File: config.mk
export PLATFORM = sky130hd
export DESIGN_NAME = pixel_to_occupancy_cell_flat
export DESIGN_NICKNAME = d
export VERILOG_FILES = /design/src/pto_pkg.sv /design/src/pto_req_if.sv /design/src/pto_rsp_if.sv /design/src/pixel_to_occupancy_cell.sv /design/src/flat_wrapper.sv
export SDC_FILE = /design/constraint.sdc
export NUM_CORES = 2
export LEC_CHECK = 0
export ABC_AREA = 0
export BUFFER_PORTS_ARGS = -buffer_cell sky130_fd_sc_hd__buf_2
export CAP_MARGIN = 0
export CORE_ASPECT_RATIO = 1.1
export CORE_MARGIN = 3
export CORE_UTILIZATION = 45
export CTS_CLUSTER_SIZE = 25
export DETAILED_ROUTE_END_ITERATION = 10
export GPL_ROUTABILITY_DRIVEN = 0
export PLACE_DENSITY = 0.68
export SLEW_MARGIN = 20
export SYNTH_ARGS = -nofsm -noshare
export SYNTH_HDL_FRONTEND = slang
export SYNTH_SLANG_ARGS = --single-unit
File: constraint.sdc
create_clock -name clock -period 14.1 [get_ports clock]
set_clock_uncertainty 0.2 [all_clocks]
set_input_delay 2.115 -clock clock [delete_from_list [all_inputs] [get_ports clock]]
set_output_delay 2.115 -clock clock [all_outputs]
set_load 0.005 [all_outputs]
File: src/pto_pkg.sv
`timescale 1ns / 1ps
// Shared types, register indexes, reset values and result codes of the pixel to
// occupancy cell block. No dependencies.
package pto_pkg;

   // Payload field types
   typedef logic [7:0]        chan_type;
   typedef logic [11:0]       coord_type;
   typedef logic [23:0]       index_type;
   typedef logic signed [7:0] value_type;

   // CSR port
   localparam int CSR_INDEX_WIDTH = 3;
   localparam int CSR_DATA_WIDTH  = 16;
   typedef logic [CSR_INDEX_WIDTH-1:0] csr_index_type;
   typedef logic [CSR_DATA_WIDTH-1:0]  csr_data_type;

   localparam csr_index_type CSR_CHANNEL_COUNT      = 3'd0;
   localparam csr_index_type CSR_ALPHA_PRESENT      = 3'd1;
   localparam csr_index_type CSR_MODE               = 3'd2;
   localparam csr_index_type CSR_INVERT             = 3'd3;
   localparam csr_index_type CSR_OCCUPIED_THRESHOLD = 3'd4;
   localparam csr_index_type CSR_FREE_THRESHOLD     = 3'd5;
   localparam csr_index_type CSR_MAP_WIDTH          = 3'd6;
   localparam csr_index_type CSR_MAP_HEIGHT         = 3'd7;

   // Mode codes; code 3 falls through to the scale path
   typedef logic [1:0] mode_type;
   localparam mode_type MODE_TRINARY = 2'd0;
   localparam mode_type MODE_SCALE   = 2'd1;
   localparam mode_type MODE_RAW     = 2'd2;

   // Map size limits
   localparam int MAP_SIZE_WIDTH = 13;
   typedef logic [MAP_SIZE_WIDTH-1:0] map_size_type;
   localparam map_size_type MAX_WIDTH  = 13'd4096;
   localparam map_size_type MAX_HEIGHT = 13'd4096;

   // Reset values
   localparam logic [2:0]   RST_CHANNEL_COUNT      = 3'd1;
   localparam logic         RST_ALPHA_PRESENT      = 1'b0;
   localparam mode_type     RST_MODE               = MODE_TRINARY;
   localparam logic         RST_INVERT             = 1'b0;
   localparam logic [15:0]  RST_OCCUPIED_THRESHOLD = 16'd42598;
   localparam logic [15:0]  RST_FREE_THRESHOLD     = 16'd12845;
   localparam map_size_type RST_MAP_WIDTH          = 13'd4096;
   localparam map_size_type RST_MAP_HEIGHT         = 13'd4096;

   // Cell codes
   localparam logic [7:0] CODE_OCCUPIED = 8'd100;
   localparam logic [7:0] CODE_FREE     = 8'd0;
   localparam logic [7:0] CODE_UNKNOWN  = 8'hFF;
   localparam logic [6:0] SCALE_SPAN    = 7'd99;

   // Pipeline layout: four arithmetic stages, then one stage per quotient bit
   localparam int QUOT_BITS  = 7;
   localparam int ST_FRONT   = 0;
   localparam int ST_MUL     = 1;
   localparam int ST_CMP     = 2;
   localparam int ST_SCALE   = 3;
   localparam int ST_DIV0    = 4;
   localparam int NUM_STAGES = ST_DIV0 + QUOT_BITS;

   // 0 acts as 1, values above the limit saturate
   function automatic map_size_type clamp_size(map_size_type v, map_size_type hi);
      map_size_type r;
      if (v == '0) begin
         r = map_size_type'(1);
      end else if (v > hi) begin
         r = hi;
      end else begin
         r = v;
      end
      return r;
   endfunction

endpackage

File: src/pto_req_if.sv
`timescale 1ns / 1ps
// Request channel of the pixel to occupancy cell block: one pixel per request.
// Depends on pto_pkg.
interface pto_req_if;
   logic                valid;
   logic                ready;
   pto_pkg::chan_type   chan0;
   pto_pkg::chan_type   chan1;
   pto_pkg::chan_type   chan2;
   pto_pkg::chan_type   chan3;
   pto_pkg::coord_type  pixel_column;
   pto_pkg::coord_type  pixel_row;

   modport source (
      output valid, chan0, chan1, chan2, chan3, pixel_column, pixel_row,
      input  ready
   );
   modport sink (
      input  valid, chan0, chan1, chan2, chan3, pixel_column, pixel_row,
      output ready
   );
endinterface

File: src/pto_rsp_if.sv
`timescale 1ns / 1ps
// Response channel of the pixel to occupancy cell block: one grid cell per request.
// Depends on pto_pkg.
interface pto_rsp_if;
   logic                valid;
   logic                ready;
   pto_pkg::index_type  cell_index;
   pto_pkg::value_type  cell_value;

   modport source (
      output valid, cell_index, cell_value,
      input  ready
   );
   modport sink (
      input  valid, cell_index, cell_value,
      output ready
   );
endinterface

File: src/pixel_to_occupancy_cell.sv
`timescale 1ns / 1ps
// Pixel to occupancy cell converter, top level.
// Depends on pto_pkg, pto_req_if and pto_rsp_if.
//
// Usage:
//   req_chan takes one pixel per request (four channel bytes, column, row);
//   rsp_chan returns one grid cell per request (flipped grid index, int8 code),
//   in request order. Both channels use valid/ready; a transfer happens on a
//   rising clock edge with valid and ready high.
//   csr_* is a write-only register port: csr_write_enable with csr_index and
//   csr_write_data writes one register on that edge. Write only while idle.
// Timing:
//   11 register stages: front end (channel sum, ratio terms, flipped row),
//   multipliers, threshold compare, scale by 99, then a 7-stage restoring
//   divider that makes one quotient bit per stage. One request per cycle
//   sustained while rsp_chan.ready stays high.
// Stall:
//   Each stage carries its own valid bit and loads when it is empty or its
//   successor moves, so bubbles are squeezed out; req_chan.ready drops only
//   when all 11 stages hold a request and rsp_chan.ready is low.
// Reset:
//   Synchronous, active high. Empties the pipeline and loads the register
//   reset values; no memory, no clearing pass.
module pixel_to_occupancy_cell (
   input  logic                      clock,
   input  logic                      reset,
   pto_req_if.sink                   req_chan,
   pto_rsp_if.source                 rsp_chan,
   input  logic                      csr_write_enable,
   input  pto_pkg::csr_index_type    csr_index,
   input  pto_pkg::csr_data_type     csr_write_data
);

   localparam int LAST     = pto_pkg::NUM_STAGES - 1;
   localparam int QB       = pto_pkg::QUOT_BITS;
   localparam int PROD_W   = 26;   // 16-bit threshold x 10-bit denominator
   localparam int NUMER_W  = 33;   // 99 x PROD_W

   // ---------------------------------------------------------------
   // Configuration registers
   // ---------------------------------------------------------------
   logic [2:0]            channel_count_ff;
   logic                  alpha_present_ff;
   pto_pkg::mode_type     mode_ff;
   logic                  invert_ff;
   logic [15:0]           occ_thresh_ff;
   logic [15:0]           free_thresh_ff;
   pto_pkg::map_size_type map_width_ff;
   pto_pkg::map_size_type map_height_ff;

   always_ff @(posedge clock) begin
      if (reset) begin
         channel_count_ff <= pto_pkg::RST_CHANNEL_COUNT;
         alpha_present_ff <= pto_pkg::RST_ALPHA_PRESENT;
         mode_ff          <= pto_pkg::RST_MODE;
         invert_ff        <= pto_pkg::RST_INVERT;
         occ_thresh_ff    <= pto_pkg::RST_OCCUPIED_THRESHOLD;
         free_thresh_ff   <= pto_pkg::RST_FREE_THRESHOLD;
         map_width_ff     <= pto_pkg::RST_MAP_WIDTH;
         map_height_ff    <= pto_pkg::RST_MAP_HEIGHT;
      end else if (csr_write_enable) begin
         unique case (csr_index)
            pto_pkg::CSR_CHANNEL_COUNT:      channel_count_ff <= csr_write_data[2:0];
            pto_pkg::CSR_ALPHA_PRESENT:      alpha_present_ff <= csr_write_data[0];
            pto_pkg::CSR_MODE:               mode_ff          <= csr_write_data[1:0];
            pto_pkg::CSR_INVERT:             invert_ff        <= csr_write_data[0];
            pto_pkg::CSR_OCCUPIED_THRESHOLD: occ_thresh_ff    <= csr_write_data;
            pto_pkg::CSR_FREE_THRESHOLD:     free_thresh_ff   <= csr_write_data;
            pto_pkg::CSR_MAP_WIDTH:
               map_width_ff  <= csr_write_data[pto_pkg::MAP_SIZE_WIDTH-1:0];
            pto_pkg::CSR_MAP_HEIGHT:
               map_height_ff <= csr_write_data[pto_pkg::MAP_SIZE_WIDTH-1:0];
            default: ;
         endcase
      end
   end

   // ---------------------------------------------------------------
   // Pipeline flow control: a stage loads when any stage from it to the
   // output is empty, or the output is being taken.
   // ---------------------------------------------------------------
   logic [LAST:0] v_ff;
   logic [LAST:0] v_in;
   logic [LAST:0] stage_en;

   always_comb begin
      for (int k = 0; k <= LAST; k++) begin
         stage_en[k] = rsp_chan.ready;
         for (int j = 0; j <= LAST; j++) begin
            if (j >= k && !v_ff[j]) begin
               stage_en[k] = 1'b1;
            end
         end
      end
      for (int k = 0; k <= LAST; k++) begin
         if (stage_en[k]) begin
            v_in[k] = (k == 0) ? req_chan.valid : v_ff[(k == 0) ? 0 : k - 1];
         end else begin
            v_in[k] = v_ff[k];
         end
      end
   end

   always_ff @(posedge clock) begin
      if (reset) begin
         v_ff <= '0;
      end else begin
         v_ff <= v_in;
      end
   end

   assign req_chan.ready = stage_en[0];

   // ---------------------------------------------------------------
   // Stage 0: channel count, averaged channels, sum, ratio terms, flipped row
   // ---------------------------------------------------------------
   logic [2:0]            n_eff;
   logic [2:0]            m_in;
   logic [9:0]            sum_in;
   logic                  alpha_nz_in;
   logic [10:0]           den_wide;
   logic [9:0]            den_in;
   logic [9:0]            num_in;
   pto_pkg::map_size_type h_eff;
   pto_pkg::index_type    flip_in;

   always_comb begin
      priority if (channel_count_ff == 3'd0) begin
         n_eff = 3'd1;
      end else if (channel_count_ff > 3'd4) begin
         n_eff = 3'd4;
      end else begin
         n_eff = channel_count_ff;
      end

      // alpha is left out of the average except in trinary mode or on one channel
      if (mode_ff != pto_pkg::MODE_TRINARY && alpha_present_ff && n_eff > 3'd1) begin
         m_in = n_eff - 3'd1;
      end else begin
         m_in = n_eff;
      end

      sum_in = 10'(req_chan.chan0)
             + ((m_in >= 3'd2) ? 10'(req_chan.chan1) : 10'd0)
             + ((m_in >= 3'd3) ? 10'(req_chan.chan2) : 10'd0)
             + ((m_in >= 3'd4) ? 10'(req_chan.chan3) : 10'd0);

      // alpha byte is the last used channel; a single channel counts as opaque
      unique case (n_eff)
         3'd2:    alpha_nz_in = (req_chan.chan1 != 8'd0);
         3'd3:    alpha_nz_in = (req_chan.chan2 != 8'd0);
         3'd4:    alpha_nz_in = (req_chan.chan3 != 8'd0);
         default: alpha_nz_in = 1'b1;
      endcase

      den_wide = {m_in, 8'd0} - 11'(m_in);
      den_in   = den_wide[9:0];
      num_in   = invert_ff ? sum_in : (den_in - sum_in);

      h_eff   = pto_pkg::clamp_size(map_height_ff, pto_pkg::MAX_HEIGHT);
      flip_in = 24'(h_eff) - 24'd1 - 24'(req_chan.pixel_row);
   end

   logic [2:0]          s0_m_ff;
   logic [9:0]          s0_sum_ff;
   logic [9:0]          s0_den_ff;
   logic [9:0]          s0_num_ff;
   logic                s0_alpha_nz_ff;
   pto_pkg::index_type  s0_flip_ff;
   pto_pkg::coord_type  s0_col_ff;

   always_ff @(posedge clock) begin
      if (stage_en[pto_pkg::ST_FRONT]) begin
         s0_m_ff        <= m_in;
         s0_sum_ff      <= sum_in;
         s0_den_ff      <= den_in;
         s0_num_ff      <= num_in;
         s0_alpha_nz_ff <= alpha_nz_in;
         s0_flip_ff     <= flip_in;
         s0_col_ff      <= req_chan.pixel_column;
      end
   end

   // ---------------------------------------------------------------
   // Stage 1: threshold products, scale span, index product, raw average
   // ---------------------------------------------------------------
   pto_pkg::map_size_type w_eff;
   logic [PROD_W-1:0]     prod_o_in;
   logic [PROD_W-1:0]     prod_f_in;
   logic [PROD_W-1:0]     bot_in;
   pto_pkg::index_type    idx_mul_in;
   logic [9:0]            ceil_sum;
   logic [19:0]           fl3_prod;
   logic [19:0]           ce3_prod;
   logic [7:0]            raw_fl;
   logic [7:0]            raw_ce;
   logic [7:0]            raw_in;

   always_comb begin
      prod_o_in = PROD_W'(occ_thresh_ff) * PROD_W'(s0_den_ff);
      prod_f_in = PROD_W'(free_thresh_ff) * PROD_W'(s0_den_ff);
      if (occ_thresh_ff > free_thresh_ff) begin
         bot_in = PROD_W'(occ_thresh_ff - free_thresh_ff) * PROD_W'(s0_den_ff);
      end else begin
         bot_in = '0;
      end

      w_eff      = pto_pkg::clamp_size(map_width_ff, pto_pkg::MAX_WIDTH);
      idx_mul_in = s0_flip_ff * 24'(w_eff);

      // floor and ceil of sum/m; divide by 3 via 683/2048, exact below 2048
      ceil_sum = s0_sum_ff + 10'(s0_m_ff) - 10'd1;
      fl3_prod = 20'(s0_sum_ff) * 20'd683;
      ce3_prod = 20'(ceil_sum) * 20'd683;
      unique case (s0_m_ff)
         3'd2: begin
            raw_fl = s0_sum_ff[8:1];
            raw_ce = ceil_sum[8:1];
         end
         3'd3: begin
            raw_fl = fl3_prod[18:11];
            raw_ce = ce3_prod[18:11];
         end
         3'd4: begin
            raw_fl = s0_sum_ff[9:2];
            raw_ce = ceil_sum[9:2];
         end
         default: begin
            raw_fl = s0_sum_ff[7:0];
            raw_ce = s0_sum_ff[7:0];
         end
      endcase
      raw_in = invert_ff ? (8'd255 - raw_ce) : raw_fl;
   end

   logic [PROD_W-1:0]   s1_prod_o_ff;
   logic [PROD_W-1:0]   s1_prod_f_ff;
   logic [PROD_W-1:0]   s1_bot_ff;
   logic [9:0]          s1_num_ff;
   logic                s1_alpha_nz_ff;
   logic [7:0]          s1_raw_ff;
   pto_pkg::index_type  s1_idx_mul_ff;
   pto_pkg::coord_type  s1_col_ff;

   always_ff @(posedge clock) begin
      if (stage_en[pto_pkg::ST_MUL]) begin
         s1_prod_o_ff   <= prod_o_in;
         s1_prod_f_ff   <= prod_f_in;
         s1_bot_ff      <= bot_in;
         s1_num_ff      <= s0_num_ff;
         s1_alpha_nz_ff <= s0_alpha_nz_ff;
         s1_raw_ff      <= raw_in;
         s1_idx_mul_ff  <= idx_mul_in;
         s1_col_ff      <= s0_col_ff;
      end
   end

   // ---------------------------------------------------------------
   // Stage 2: compare ratio with thresholds, pick fixed code, raw average or scale path
   // ---------------------------------------------------------------
   logic [PROD_W-1:0]   num_q16;
   logic                is_occ;
   logic                is_free;
   logic [PROD_W-1:0]   top_in;
   logic [7:0]          fix_in;
   logic                use_q_in;
   pto_pkg::index_type  index_in;

   always_comb begin
      num_q16  = {s1_num_ff, 16'd0};
      is_occ   = num_q16 > s1_prod_o_ff;
      is_free  = num_q16 < s1_prod_f_ff;
      top_in   = num_q16 - s1_prod_f_ff;
      index_in = s1_idx_mul_ff + 24'(s1_col_ff);
      use_q_in = 1'b0;
      priority if (mode_ff == pto_pkg::MODE_RAW) begin
         fix_in = s1_raw_ff;
      end else if (is_occ) begin
         fix_in = pto_pkg::CODE_OCCUPIED;
      end else if (is_free) begin
         fix_in = pto_pkg::CODE_FREE;
      end else if (mode_ff == pto_pkg::MODE_TRINARY || !s1_alpha_nz_ff) begin
         fix_in = pto_pkg::CODE_UNKNOWN;
      end else if (s1_bot_ff == '0) begin
         fix_in = pto_pkg::CODE_FREE;   // equal thresholds: 0/0 reads as 0
      end else begin
         fix_in   = pto_pkg::CODE_FREE;
         use_q_in = 1'b1;
      end
   end

   logic [PROD_W-1:0]   s2_top_ff;
   logic [PROD_W-1:0]   s2_bot_ff;
   logic [7:0]          s2_fix_ff;
   logic                s2_use_q_ff;
   pto_pkg::index_type  s2_index_ff;

   always_ff @(posedge clock) begin
      if (stage_en[pto_pkg::ST_CMP]) begin
         s2_top_ff   <= top_in;
         s2_bot_ff   <= s1_bot_ff;
         s2_fix_ff   <= fix_in;
         s2_use_q_ff <= use_q_in;
         s2_index_ff <= index_in;
      end
   end

   // ---------------------------------------------------------------
   // Stage 3: dividend = 99 * top (top <= bot on the scale path)
   // ---------------------------------------------------------------
   logic [NUMER_W-1:0]  s3_numer_ff;
   logic [PROD_W-1:0]   s3_bot_ff;
   logic [7:0]          s3_fix_ff;
   logic                s3_use_q_ff;
   pto_pkg::index_type  s3_index_ff;

   always_ff @(posedge clock) begin
      if (stage_en[pto_pkg::ST_SCALE]) begin
         s3_numer_ff <= NUMER_W'(s2_top_ff) * NUMER_W'(pto_pkg::SCALE_SPAN);
         s3_bot_ff   <= s2_bot_ff;
         s3_fix_ff   <= s2_fix_ff;
         s3_use_q_ff <= s2_use_q_ff;
         s3_index_ff <= s2_index_ff;
      end
   end

   // ---------------------------------------------------------------
   // Stages 4..10: restoring divider, one quotient bit per stage, MSB first
   // ---------------------------------------------------------------
   logic [NUMER_W-1:0]  dv_rem_ff   [QB-1];
   logic [PROD_W-1:0]   dv_bot_ff   [QB-1];
   logic [QB-1:0]       dv_q_ff     [QB];
   logic [7:0]          dv_fix_ff   [QB];
   logic                dv_use_q_ff [QB];
   pto_pkg::index_type  dv_index_ff [QB];

   for (genvar j = 0; j < QB; j++) begin : g_div
      localparam int SHIFT = QB - 1 - j;

      logic [NUMER_W-1:0]  rem_prev;
      logic [PROD_W-1:0]   bot_prev;
      logic [QB-1:0]       q_prev;
      logic [7:0]          fix_prev;
      logic                use_q_prev;
      pto_pkg::index_type  index_prev;
      logic [NUMER_W-1:0]  dsh;
      logic                ge;

      if (j == 0) begin : g_first
         assign rem_prev   = s3_numer_ff;
         assign bot_prev   = s3_bot_ff;
         assign q_prev     = '0;
         assign fix_prev   = s3_fix_ff;
         assign use_q_prev = s3_use_q_ff;
         assign index_prev = s3_index_ff;
      end else begin : g_next
         assign rem_prev   = dv_rem_ff[j-1];
         assign bot_prev   = dv_bot_ff[j-1];
         assign q_prev     = dv_q_ff[j-1];
         assign fix_prev   = dv_fix_ff[j-1];
         assign use_q_prev = dv_use_q_ff[j-1];
         assign index_prev = dv_index_ff[j-1];
      end

      assign dsh = NUMER_W'(bot_prev) << SHIFT;
      assign ge  = rem_prev >= dsh;

      always_ff @(posedge clock) begin
         if (stage_en[pto_pkg::ST_DIV0 + j]) begin
            dv_q_ff[j]     <= {q_prev[QB-2:0], ge};
            dv_fix_ff[j]   <= fix_prev;
            dv_use_q_ff[j] <= use_q_prev;
            dv_index_ff[j] <= index_prev;
         end
      end

      if (j < QB - 1) begin : g_carry
         always_ff @(posedge clock) begin
            if (stage_en[pto_pkg::ST_DIV0 + j]) begin
               dv_rem_ff[j] <= ge ? (rem_prev - dsh) : rem_prev;
               dv_bot_ff[j] <= bot_prev;
            end
         end
      end
   end

   // ---------------------------------------------------------------
   // Response
   // ---------------------------------------------------------------
   assign rsp_chan.valid      = v_ff[LAST];
   assign rsp_chan.cell_index = dv_index_ff[QB-1];
   assign rsp_chan.cell_value = dv_use_q_ff[QB-1]
                              ? pto_pkg::value_type'({1'b0, dv_q_ff[QB-1]})
                              : pto_pkg::value_type'(dv_fix_ff[QB-1]);

   // ---------------------------------------------------------------
   // Assertions
   // ---------------------------------------------------------------
   // scale quotient never exceeds 99
   a_scale_range: assert property (@(posedge clock) disable iff (reset)
      (v_ff[LAST] && dv_use_q_ff[QB-1]) |-> (dv_q_ff[QB-1] <= 7'(pto_pkg::SCALE_SPAN)))
      else $error("scale quotient above 99");

   // request side stalls only with every stage full
   a_stall_full: assert property (@(posedge clock)
      !req_chan.ready |-> (&v_ff))
      else $error("request stalled with a bubble in the pipeline");

   // reset empties the pipeline
   a_reset_empty: assert property (@(posedge clock)
      reset |=> !rsp_chan.valid)
      else $error("response valid right after reset");

   // a held response stays valid
   a_hold_valid: assert property (@(posedge clock) disable iff (reset)
      (v_ff[LAST] && !rsp_chan.ready) |=> v_ff[LAST])
      else $error("response dropped while stalled");

endmodule

File: src/flat_wrapper.sv
// flat-port wrapper written by rule: the top's interface ports become plain ports
module pixel_to_occupancy_cell_flat 
  (clock, reset, csr_write_enable, csr_index, csr_write_data, req_chan_valid, req_chan_chan0, req_chan_chan1, req_chan_chan2, req_chan_chan3, req_chan_pixel_column, req_chan_pixel_row, req_chan_ready, rsp_chan_valid, rsp_chan_cell_index, rsp_chan_cell_value, rsp_chan_ready);
  pto_req_if req_chan_i ();
  pto_rsp_if rsp_chan_i ();
  input  logic clock;
  input  logic reset;
  input  logic csr_write_enable;
  input  pto_pkg::csr_index_type csr_index;
  input  pto_pkg::csr_data_type csr_write_data;
  input wire logic [$bits(req_chan_i.valid)-1:0] req_chan_valid;
  input wire logic [$bits(req_chan_i.chan0)-1:0] req_chan_chan0;
  input wire logic [$bits(req_chan_i.chan1)-1:0] req_chan_chan1;
  input wire logic [$bits(req_chan_i.chan2)-1:0] req_chan_chan2;
  input wire logic [$bits(req_chan_i.chan3)-1:0] req_chan_chan3;
  input wire logic [$bits(req_chan_i.pixel_column)-1:0] req_chan_pixel_column;
  input wire logic [$bits(req_chan_i.pixel_row)-1:0] req_chan_pixel_row;
  output wire logic [$bits(req_chan_i.ready)-1:0] req_chan_ready;
  output wire logic [$bits(rsp_chan_i.valid)-1:0] rsp_chan_valid;
  output wire logic [$bits(rsp_chan_i.cell_index)-1:0] rsp_chan_cell_index;
  output wire logic [$bits(rsp_chan_i.cell_value)-1:0] rsp_chan_cell_value;
  input wire logic [$bits(rsp_chan_i.ready)-1:0] rsp_chan_ready;
  assign req_chan_i.valid = req_chan_valid;
  assign req_chan_i.chan0 = req_chan_chan0;
  assign req_chan_i.chan1 = req_chan_chan1;
  assign req_chan_i.chan2 = req_chan_chan2;
  assign req_chan_i.chan3 = req_chan_chan3;
  assign req_chan_i.pixel_column = req_chan_pixel_column;
  assign req_chan_i.pixel_row = req_chan_pixel_row;
  assign req_chan_ready = req_chan_i.ready;
  assign rsp_chan_valid = rsp_chan_i.valid;
  assign rsp_chan_cell_index = rsp_chan_i.cell_index;
  assign rsp_chan_cell_value = rsp_chan_i.cell_value;
  assign rsp_chan_i.ready = rsp_chan_ready;
  pixel_to_occupancy_cell u_core (.clock(clock), .reset(reset), .req_chan(req_chan_i), .rsp_chan(rsp_chan_i), .csr_write_enable(csr_write_enable), .csr_index(csr_index), .csr_write_data(csr_write_data));
endmodule
* Word level (Yosys, flattened, before mapping)
Memory sizes are Yosys's and may differ from the RTL's.
Index checks and enable logic that the tools add are counted.
** Storage, ports and cells
- Register bits :: 456
- Bits in latches :: 0
- Memory bits (writable) :: 634
- ROM bits :: 0
- Input bits :: 80
- Logic and storage cells :: 238
- Memories :: 6
** Operators by class
- Add/sub/neg operators :: 20
- Multiply operators :: 7
- Div/mod/pow operators :: 0
- Magnitude comparators :: 17
- Equal/unequal tests :: 14
- Shift-type cells :: 0
- Mux-type cells :: 107
- Bitwise operators :: 0
- Reduce and logical (&&, ||, !) cells :: 23
** Memory list
- u_core.dv_rem_ff :: words 6, bits a word 33, read ports 6, clocked after Yosys merged registers in 0, write ports 6, RTL line pixel_to_occupancy_cell.sv:330 : logic [NUMER_W-1:0] dv_rem_ff [QB-1];
- u_core.dv_index_ff :: words 7, bits a word 24, read ports 7, clocked after Yosys merged registers in 0, write ports 7, RTL line pixel_to_occupancy_cell.sv:335 : pto_pkg::index_type dv_index_ff [QB];
- u_core.dv_bot_ff :: words 6, bits a word 26, read ports 6, clocked after Yosys merged registers in 0, write ports 6, RTL line pixel_to_occupancy_cell.sv:331 : logic [PROD_W-1:0] dv_bot_ff [QB-1];
- u_core.dv_fix_ff :: words 7, bits a word 8, read ports 7, clocked after Yosys merged registers in 0, write ports 7, RTL line pixel_to_occupancy_cell.sv:333 : logic [7:0] dv_fix_ff [QB];
- u_core.dv_q_ff :: words 7, bits a word 7, read ports 7, clocked after Yosys merged registers in 0, write ports 7, RTL line pixel_to_occupancy_cell.sv:332 : logic [QB-1:0] dv_q_ff [QB];
- u_core.dv_use_q_ff :: words 7, bits a word 1, read ports 7, clocked after Yosys merged registers in 0, write ports 7, RTL line pixel_to_occupancy_cell.sv:334 : logic dv_use_q_ff [QB];
** Operators by type and width (count)
- $mux W33 :: 6
- $mux W1 :: 81
- $mux W8 :: 9
- $mul A16 B10 Y26 :: 2
- $mux W13 :: 4
- $pmux W8 S3 :: 2
- $mul A10 B10 Y19 const B :: 2
- $ge A33 B26 Y1 :: 1
- $ge A33 B27 Y1 :: 1
- $ge A33 B28 Y1 :: 1
- $ge A33 B29 Y1 :: 1
- $ge A33 B30 Y1 :: 1
- $ge A33 B31 Y1 :: 1
- $ge A33 B32 Y1 :: 1
- $mul A26 B7 Y33 const B :: 1
- $sub A33 B27 Y33 :: 1
- $sub A33 B28 Y33 :: 1
- $sub A33 B29 Y33 :: 1
- $sub A33 B30 Y33 :: 1
- $sub A33 B31 Y33 :: 1
- $sub A33 B32 Y33 :: 1
- $gt A13 B13 Y1 const B :: 2
- $gt A26 B26 Y1 :: 1
- $logic_not A13 Y1 :: 2
- 38 further kinds :: 63

* Depth between registers and ports, before layout
- Word-level depth :: 13
- Depth in mapped cells :: 35
- Gate-level depth less buffers :: 32

* Least setup slack after synthesis
No wires, ideal clock.
- Path type :: input -> register
- Start point :: input rsp_chan_ready
- End point :: register u_core.s1_alpha_nz_ff (enable)
- Library setup time :: 1.486 ns
- Arrival time :: 9.695 ns
- Required time :: 12.414 ns
- Slack :: 2.720 ns
- Cell stages on the path :: 6
- Path buffers :: 0
- Cell sequence :: nor2b_1 > inv_1 > nor2_1 > nand3_1 > nor2_1 > nand3_1
** Between the ends
- Cells in the longest elaborated chain, start to end :: 10
** RTL lines
- start, declared :: RTL line flat_wrapper.sv:22 : input wire logic [$bits(rsp_chan_i.ready)-1:0] rsp_chan_ready;
- $mux W1 (10 in series) :: RTL line pixel_to_occupancy_cell.sv:90 : if (j >= k && !v_ff[j]) begin
- net u_core.stage_en[1] :: RTL line pixel_to_occupancy_cell.sv:84 : logic [LAST:0] stage_en;
- end signal, assigned :: RTL line pixel_to_occupancy_cell.sv:251 : s1_alpha_nz_ff <= s0_alpha_nz_ff;
- end, declared :: RTL line pixel_to_occupancy_cell.sv:240 : logic s1_alpha_nz_ff;
The timed path passes the listed nets, and every way through them passes these cells.
A chain may end at the register's enable or synchronous reset.

==> impl_metrics.json <==
{
  "drive_gt1_share_pct": 6.26,
  "clockBufferDepth": 3,
  "crit_path_start_kind": "flip-flop",
  "post_cts_resized": 0,
  "rr_startpoint": "u_core.s0_den_ff[0]",
  "slowest_delay_ns": 0.54,
  "seq_area_sq_um": 31200,
  "r2r_cells": 29,
  "crit_path_end": "u_core.s1_raw_ff[7]",
  "pin_count": 114,
  "rsz0062_at_grt": "no",
  "h-tree-depth": 3,
  "wl_per_cell_um": 16.7,
  "rows": 160,
  "nNetsFinal": 8709,
  "multi_input_area_sq_um": 42000,
  "drt_wl_total_mm": 161,
  "dieArea_sq_um": 179000,
  "avgSynthCellArea_sq_um": 10.9,
  "drtAntennaViolNets": 0,
  "startpoint": "u_core.s0_den_ff[0]",
  "vias_per_cell": 5.24,
  "critPathArrivalTime_ns": 8.44,
  "ctsHoldBuffers": 0,
  "fin_setup_tns_ns": 0,
  "path_class": "flip-flop to flip-flop",
  "critPathRequiredTime_ns": 14.36,
  "finalCriticalPeriod_ns": 8.19,
  "gr-total-overflow": 0,
  "clock_sinks": 1065,
  "worst_pin_slew_ns": 1.04,
  "synth_edf_count": 989,
  "port_buffers": 113,
  "clk_latency_ns": 0.74,
  "ys_async_sr_fraction_pct": 0,
  "yosysWarningCount": 0,
  "cpMaxStageDelayCell": "o41ai_1",
  "core_sq_um": 173000,
  "synth_cells": 7171,
  "initial_core_util_pct": 45.3,
  "end_kind": "flip-flop",
  "final-max-slew-violation-count": 0,
  "dr_total_vias": 50609,
  "synth.net_count": 8588,
  "yosysUniqueCellTypes": 98,
  "grt_pass1_vias": 51892,
  "yosysSeqAreaShare_pct": 39.8,
  "hold_start": "u_core.g_div[0].fix_prev[5]",
  "final_common_cell": "inv_1",
  "layout_common_cells": "inv_1, edfxtp_1, ha_1",
  "finalCritPeriodShare_pct": 58.1,
  "die_w_um": 404,
  "finalSetupViolCount": 0,
  "worst_hold_path_type": "flip-flop to flip-flop",
  "fillers": 15339,
  "ff2ff_setup_slack_ns": 5.91,
  "outcome": "finished clean",
  "drc_errors": 0,
  "synth_area_sq_um": 78400,
  "drtIter0Drc": 3046,
  "crit_fanout": 29,
  "maxCapViolCount": 0,
  "hold_violations": 0,
  "firstDrtPassIters": 6,
  "timing.rr.end": "u_core.s1_raw_ff[7]",
  "hpwl_mm": 127,
  "antenna_found_initial": 2,
  "die_y_um": 444,
  "fmax_mhz": 122,
  "grt_max_degree": 95,
  "grt_pass1_wl_mm": 265,
  "cts_made_buffers": 111,
  "grt_usage_pct": 18.2,
  "cts_setup_buffers": 0,
  "root_buffer": "clkbuf_16",
  "relSlewSlack_pct": 29.6,
  "clk_transition_reported_paths_ns": 0.06,
  "cts_tree": "yes",
  "ys.flop_type": "edfxtp_1",
  "synth-seq-cells": 1065,
  "area_delta_synth_final_pct": 8.92
}
cell usage after synthesis (41+ instances only):
cell / n / share of area (%)
nand3_1: 84 / 0.54
ha_1: 701 / 11
and3_1: 41 / 0.33
o21ai_0: 245 / 1.6
edfxtp_1: 989 / 38
dfxtp_1: 76 / 1.9
nor3_1: 108 / 0.69
a21oi_1: 321 / 2.1
inv_1: 1215 / 5.8
fa_1: 636 / 16
o21a_1: 75 / 0.72
xnor2_1: 249 / 2.8
nor2b_1: 90 / 0.72
clkbuf_1: 117 / 0.56
nand2_1: 661 / 3.2
nand2b_1: 50 / 0.40
xor2_1: 116 / 1.3
mux2_2: 43 / 0.62
and2_1: 278 / 2.2
nor2_1: 322 / 1.5
a21o_1: 106 / 1.0
per-stage QoR:
step | util [%] | instances | hold WS, ns | cell area, sq um | setup slack [ns]
2_1_floorplan | - | 7171 | 0.200 | 78400 | 2.72
3_3_place_gp | 47.1 | 9445 | 0.202 | 81500 | 6.14
3_5_place_dp | 47.1 | 9445 | 0.205 | 81500 | 5.96
4_1_cts | 49.3 | 9649 | 0.193 | 85300 | 5.94
5_1_grt | 49.3 | 9651 | 0.206 | 85400 | 5.38
6_report | 49.3 | 9652 | 0.200 | 85400 | 5.91
sequential cells by signal, indices dropped and copies added (netlist names), 26 cells and up:
name                   cells
u_core.dv_q_ff            28
u_core.dv_bot_ff         156
u_core.dv_rem_ff         198
u_core.s1_prod_f_ff       26
u_core.g_div.bot_prev     26
u_core.s2_top_ff          26
u_core.s1_prod_o_ff       26
u_core.dv_fix_ff          56
u_core.s2_bot_ff          26
u_core.dv_index_ff       168
u_core.g_div.rem_prev     33
u_core.s1_bot_ff          26
kinds of logic after synthesis:
family,share of synthesized area [%]
xor+xnor,4.11
compound gates,9.18
fa+ha+maj,27.4
simple gates,11.5
flops,39.8
mux,1.25
buf+inv,6.66
cell type report:
class | count | area share (%)
diodes | 1 | 0.00293
clock buffers | 141 | 3.46
clock inverters | 63 | 0.960
inverters | 1216 | 5.35
multi-input cells | 4740 | 49.2
flip-flops and latches | 1065 | 36.6
well taps | 2268 | 3.32
repair buffers | 158 | 1.11
per-layer routing:
metal / wire length [um] / up-vias / GRT usage, %
met2: 78500 / 1214 / 31.3
met5: 0 / - / 0
met3: 6620 / 369 / 2.32
met1: 68300 / 24575 / 23.0
li1: - / 24451 / -
met4: 7260 / 0 / 7.58
worst min path at each step:
stage / end / cells past startpoint
3_3_place_gp: u_core.dv_index_ff[4][1] / 0
2_1_floorplan: u_core.dv_fix_ff[0][0] / 0
6_report: u_core.dv_fix_ff[0][5] / 0
5_1_grt: u_core.g_div[0].bot_prev[11] / 0
4_1_cts: u_core.dv_fix_ff[0][5] / 0
3_5_place_dp: u_core.dv_fix_ff[1][2] / 0
critical path, delay by kind of cell (launching register included):
kind                       cells  cell delay (ns)
AOI/OAI and AO/OA             13             2.97
xor gates and xnor gates       2             0.59
adders and majority gates      8             2.92
buffers and inverters          6             0.81
DFF                            1             0.38
Power is not shown: default switching activity piles up to over one toggle a cycle in this logic, so the estimate is an artifact.
